<file path="src/hdl/wfac_ram.sv">
module wfac_ram #(
   parameter int WIDTH = 8,
   parameter int DEPTH = 16
) (
   input  logic                     clock,
   input  logic                     we,
   input  logic [$clog2(DEPTH)-1:0] waddr,
   input  logic [WIDTH-1:0]         wdata,
   input  logic [$clog2(DEPTH)-1:0] raddr,
   output logic [WIDTH-1:0]         rdata
);

   logic [WIDTH-1:0] mem [DEPTH];

   // One write port and one registered read port.
   always_ff @(posedge clock) begin
      if (we) begin
         mem[waddr] <= wdata;
      end
      rdata <= mem[raddr];
   end

endmodule

</file>
<file path="config.mk">
export PLATFORM = sky130hd
export DESIGN_NAME = wfac_ram
export DESIGN_NICKNAME = d
export VERILOG_FILES = /design/src/hdl/wfac_ram.sv
export SDC_FILE = /design/constraint.sdc
export NUM_CORES = 1
export LEC_CHECK = 0
export BUFFER_PORTS_ARGS = -buffer_cell sky130_fd_sc_hd__buf_4
export CAP_MARGIN = 20
export CORE_UTILIZATION = 45
export DETAILED_ROUTE_END_ITERATION = 10
export PLACE_DENSITY = 0.66
export SETUP_SLACK_MARGIN = 0.02
export SYNTH_ARGS = -nofsm -noshare
export SYNTH_HDL_FRONTEND = slang
export SYNTH_SLANG_ARGS = --single-unit
</file>
<file path="constraint.sdc">
create_clock -name clock -period 3.5 [get_ports clock]
set_input_delay 0.7 -clock clock [delete_from_list [all_inputs] [get_ports clock]]
set_output_delay 0.7 -clock clock [all_outputs]
set_load 0.01 [all_outputs]
</file>
Word level (Yosys, flattened, before mapping)
Memory sizes are Yosys's and may differ from the RTL's. A register that Yosys moved wholly into a read port is not among the register bits.
Index checks and enable logic that the tools add are counted.
- flip-flop bits (word level): 0
- RAM bits: 128
- bits of input ports: 18
- memories: 1
- mux-type cells: 2
- memories (name ; depth ; width ; rd ports ; clocked after Yosys merged registers in ; wr ports ; RTL line ; RTL):
    mem ; 16 ; 8 ; 1 ; 1 ; 1 ; 13 ; logic [WIDTH-1:0] mem [DEPTH];
- operator list (kind ; count):
    2-to-1 mux 1 bit ; 2

Logic depth before layout (Yosys ltp)
- depth after elaboration: 2
- gate-level depth with buffers: 5
- gate-level depth less buffers: 3

Least setup slack after synthesis
OpenSTA, ideal clock, no wires.
- path type: in2reg
- start point: in waddr[2]
- end point: mem mem[0][0] (enable)
- arrival: 1.810 ns
- path slack: 1.307 ns
- stages on the path: 2
- path buffers: 0
- path through: or3b_2 nor3_1
- RTL lines (item ; RTL line ; RTL):
    start: declaration ; 7 ; input logic [$clog2(DEPTH)-1:0] waddr,
    end: declaration ; 13 ;
No word-level cell before the write port.

Final worst setup path
- start point: in waddr[2]
- end point: mem mem[2][3] (enable)
No word-level cell before the write port.

==> impl_metrics.yaml <==
clock_network:
  clkSinkCount: 136
  cts_buffers: 17
  clk_latency_ps: 400
  cts.path.max_buffers: 2
  cts-root-buf: "clkbuf_16"
  post-cts-setup-buffer-count: 0
  cts_hold_buf: 0
  clk_pin_slew_worst_paths_ps: 60
  cts_tree: "done"
  htreeDepth: 4
  cts_resized: 0
die:
  fp-row-count: 38
  dieArea_mm2: 0.01187
  die_w_um: 109.0
  coreArea_mm2: 0.01098
  initial_core_util_pct: 46.87
  die_h_um: 109.0
  io_pins: 26
synthesis:
  synthAdderAreaFrac_pct: 0
  ys_warn_count: 0
  synth_edf_count: 128
  synth_top_family_by_area: "multiplexers"
  ys_async_sr_fraction_pct: 0
  synth-xor-area-share_pct: 0
  synthSimpleGateAreaFrac_pct: 3.184
  yosysSeqAreaShare_pct: 77.78
  synth-compound-area-share_pct: 2.333
  synth_cell_type_count: 19
  synth_ff_type: "edfxtp_1"
  synth.avg_cell_area_um2: 22.48
  synthCells: 229
  synth_nets: 247
  synthMuxAreaShare_pct: 15.02
  synthesis.area_mm2: 0.005147
  synth-seq-cells: 136
power:
  p_leak_nw: 1.996
  p_per_area_mw_per_mm2: 593.8
  ir_drop_mv: 0.3080
layout:
  mostFrequentLayoutCell: "edfxtp_1"
  regArea_mm2: 0.004004
  num_antenna_cells: 0
  areaGrowthSynthToFinish_pct: 16.12
  fillers: 815
  most-common-layout-cells: "edfxtp_1, buf_4, mux4_2, clkbuf_16, a22oi_1"
  final_nets: 285
  multi_input_area_mm2: 0.001057
  final_cell_area_mm2: 0.005977
  drive_gt1_share_pct: 27.60
placement:
  place_area_mm2: 0.005454
  gp_congestion: 0.7138
  dpl.hpwl_um: 5860
  io_buffers: 25
routing:
  first_pass_iters: 5
  drt_iter0_drc: 177
  drc: 0
  ant_nets: 0
  wirelength_um: 9522
  viasPerCell: 5.556
  avgRoutedWirePerCell_um: 22.73
  vias: 2328
timing:
  whs_ps: 599.0
  finalSetupTns_ps: 0
  skew_ps: 10.84
  worst_slew_pin_slew_ps: 986.2
  finalHoldViolations: 0
  slew_headroom_pct: 34.01
  fmax_mhz: 505.4
  finalSetupViolations: 0
  timing.final.crit_share_pct: 56.54
  fin_crit_ps: 1979
  slew_violations: 0
  rsz0062_at_grt: "false"
setup_path:
  crit_start: "waddr[2]"
  cpMaxStageDelayCell: "nor2_1"
  cp.required_ps: 3520
  crit_family: "simple AND/OR/NAND/NOR gates"
  r2r_start: "mem[1][1]$_DFFE_PP_"
  crit_arrival_ps: 2000
  cpPeakStageDelay_ps: 670
  setup.worst_path.start_class: "input pin"
  endpoint_kind: "flop"
  path_buf_inv: 1
  worst-path-max-fanout: 8
  path_class: "input pin to flop"
  path_cells: "buf_4 -> or3b_2 -> nor2_1"
worst_hold_path:
  hp-class: "input pin to flop"
  hp-start: "wdata[6]"
global_routing:
  grt_overflow: 0
  antenna_found_initial: 0
  grt_pass1_vias: 2396
  grt_pass1_wl_um: 14430
  grt_util_all_layers_pct: 18.13
  grt_max_degree: 33
status:
  outcome: "finished clean"
flow_run:
  drv_cap: 0
==> state kept, by name, indices dropped and copies added (netlist names) <==
name and flops:
mem 128, rdata 8
==> report_power, final <==
| part | total [W] | internal [W] | switching [W] |
|---|---|---|---|
| clock network | 0.00154 | 0.000916 | 0.000628 |
| logic | 0.000171 | 0.0000765 | 0.0000945 |
| registers | 0.00183 | 0.00182 | 0.0000124 |
| total | 0.00355 | 0.00281 | 0.000735 |
==> cell type report <==
cell class	count	area share (%)
Sequential cell	136	66.99
Multi-Input combinational cell	83	17.69
Clock buffer	19	7.411
Timing Repair Buffer	29	3.642
Tap cell	140	2.931
Clock inverter	12	1.340
==> cells in the mapped netlist, drive strengths merged (2+ instances only) <==
master	instances	share of area (%)
nand2b	2	0.24
nor2	13	0.95
edfxtp	128	75
nand3b	2	0.29
nor3	4	0.39
dfxtp	8	3.1
nand2	9	0.66
buf	7	1.1
clkdlybuf4s25	3	0.58
mux4	32	15
a22oi	16	2.3
==> metal layers <==
| layer | track usage [%] | up-vias | wire (µm) |
|---|---|---|---|
| met5 | 0 | - | 0 |
| met4 | 6.081 | 0 | 91 |
| met3 | 5.081 | 8 | 359 |
| met2 | 28.44 | 57 | 4644 |
| met1 | 24.55 | 1212 | 4427 |
| li1 | - | 1051 | - |
==> path summary, 6_finish.rpt <==
path	end	slack, ps	cells past startpoint
hold reg to reg	rdata[6]$_DFF_P_	670	3
setup reg to reg	rdata[1]$_DFF_P_	2120	3
setup / recovery	mem[2][3]$_DFFE_PP_	1520	3
hold / removal	mem[6][6]$_DFFE_PP_	600	1
==> kinds of logic after synthesis <==
group                  Yosys count
and+or+nand+nor                 35
DFF                            136
buffers and inverters           10
AOI/OAI and AO/OA               16
muxes                           32
==> worst reg2reg max path: stages (launching register included) <==
cell,delay (ps)
edfxtp_1,360
mux4_1,520
a22oi_1,280
nand2_1,100
==> through the flow <==
| step | worst slack [ps] | total power (W) | util [%] | cells |
|---|---|---|---|---|
| 3_3_place_gp | 1105 | 0.002036 | 49.66 | 388 |
| 5_1_grt | 1461 | 0.003652 | 54.42 | 419 |
| 4_1_cts | 1512 | 0.003567 | 54.42 | 419 |
| 2_1_floorplan | 1307 | 0.001960 | - | 229 |
| 6_report | 1521 | 0.003549 | 54.42 | 419 |
| 3_5_place_dp | 1083 | 0.002041 | 49.66 | 388 |
Note: power is estimated with default switching activity, not from simulation.
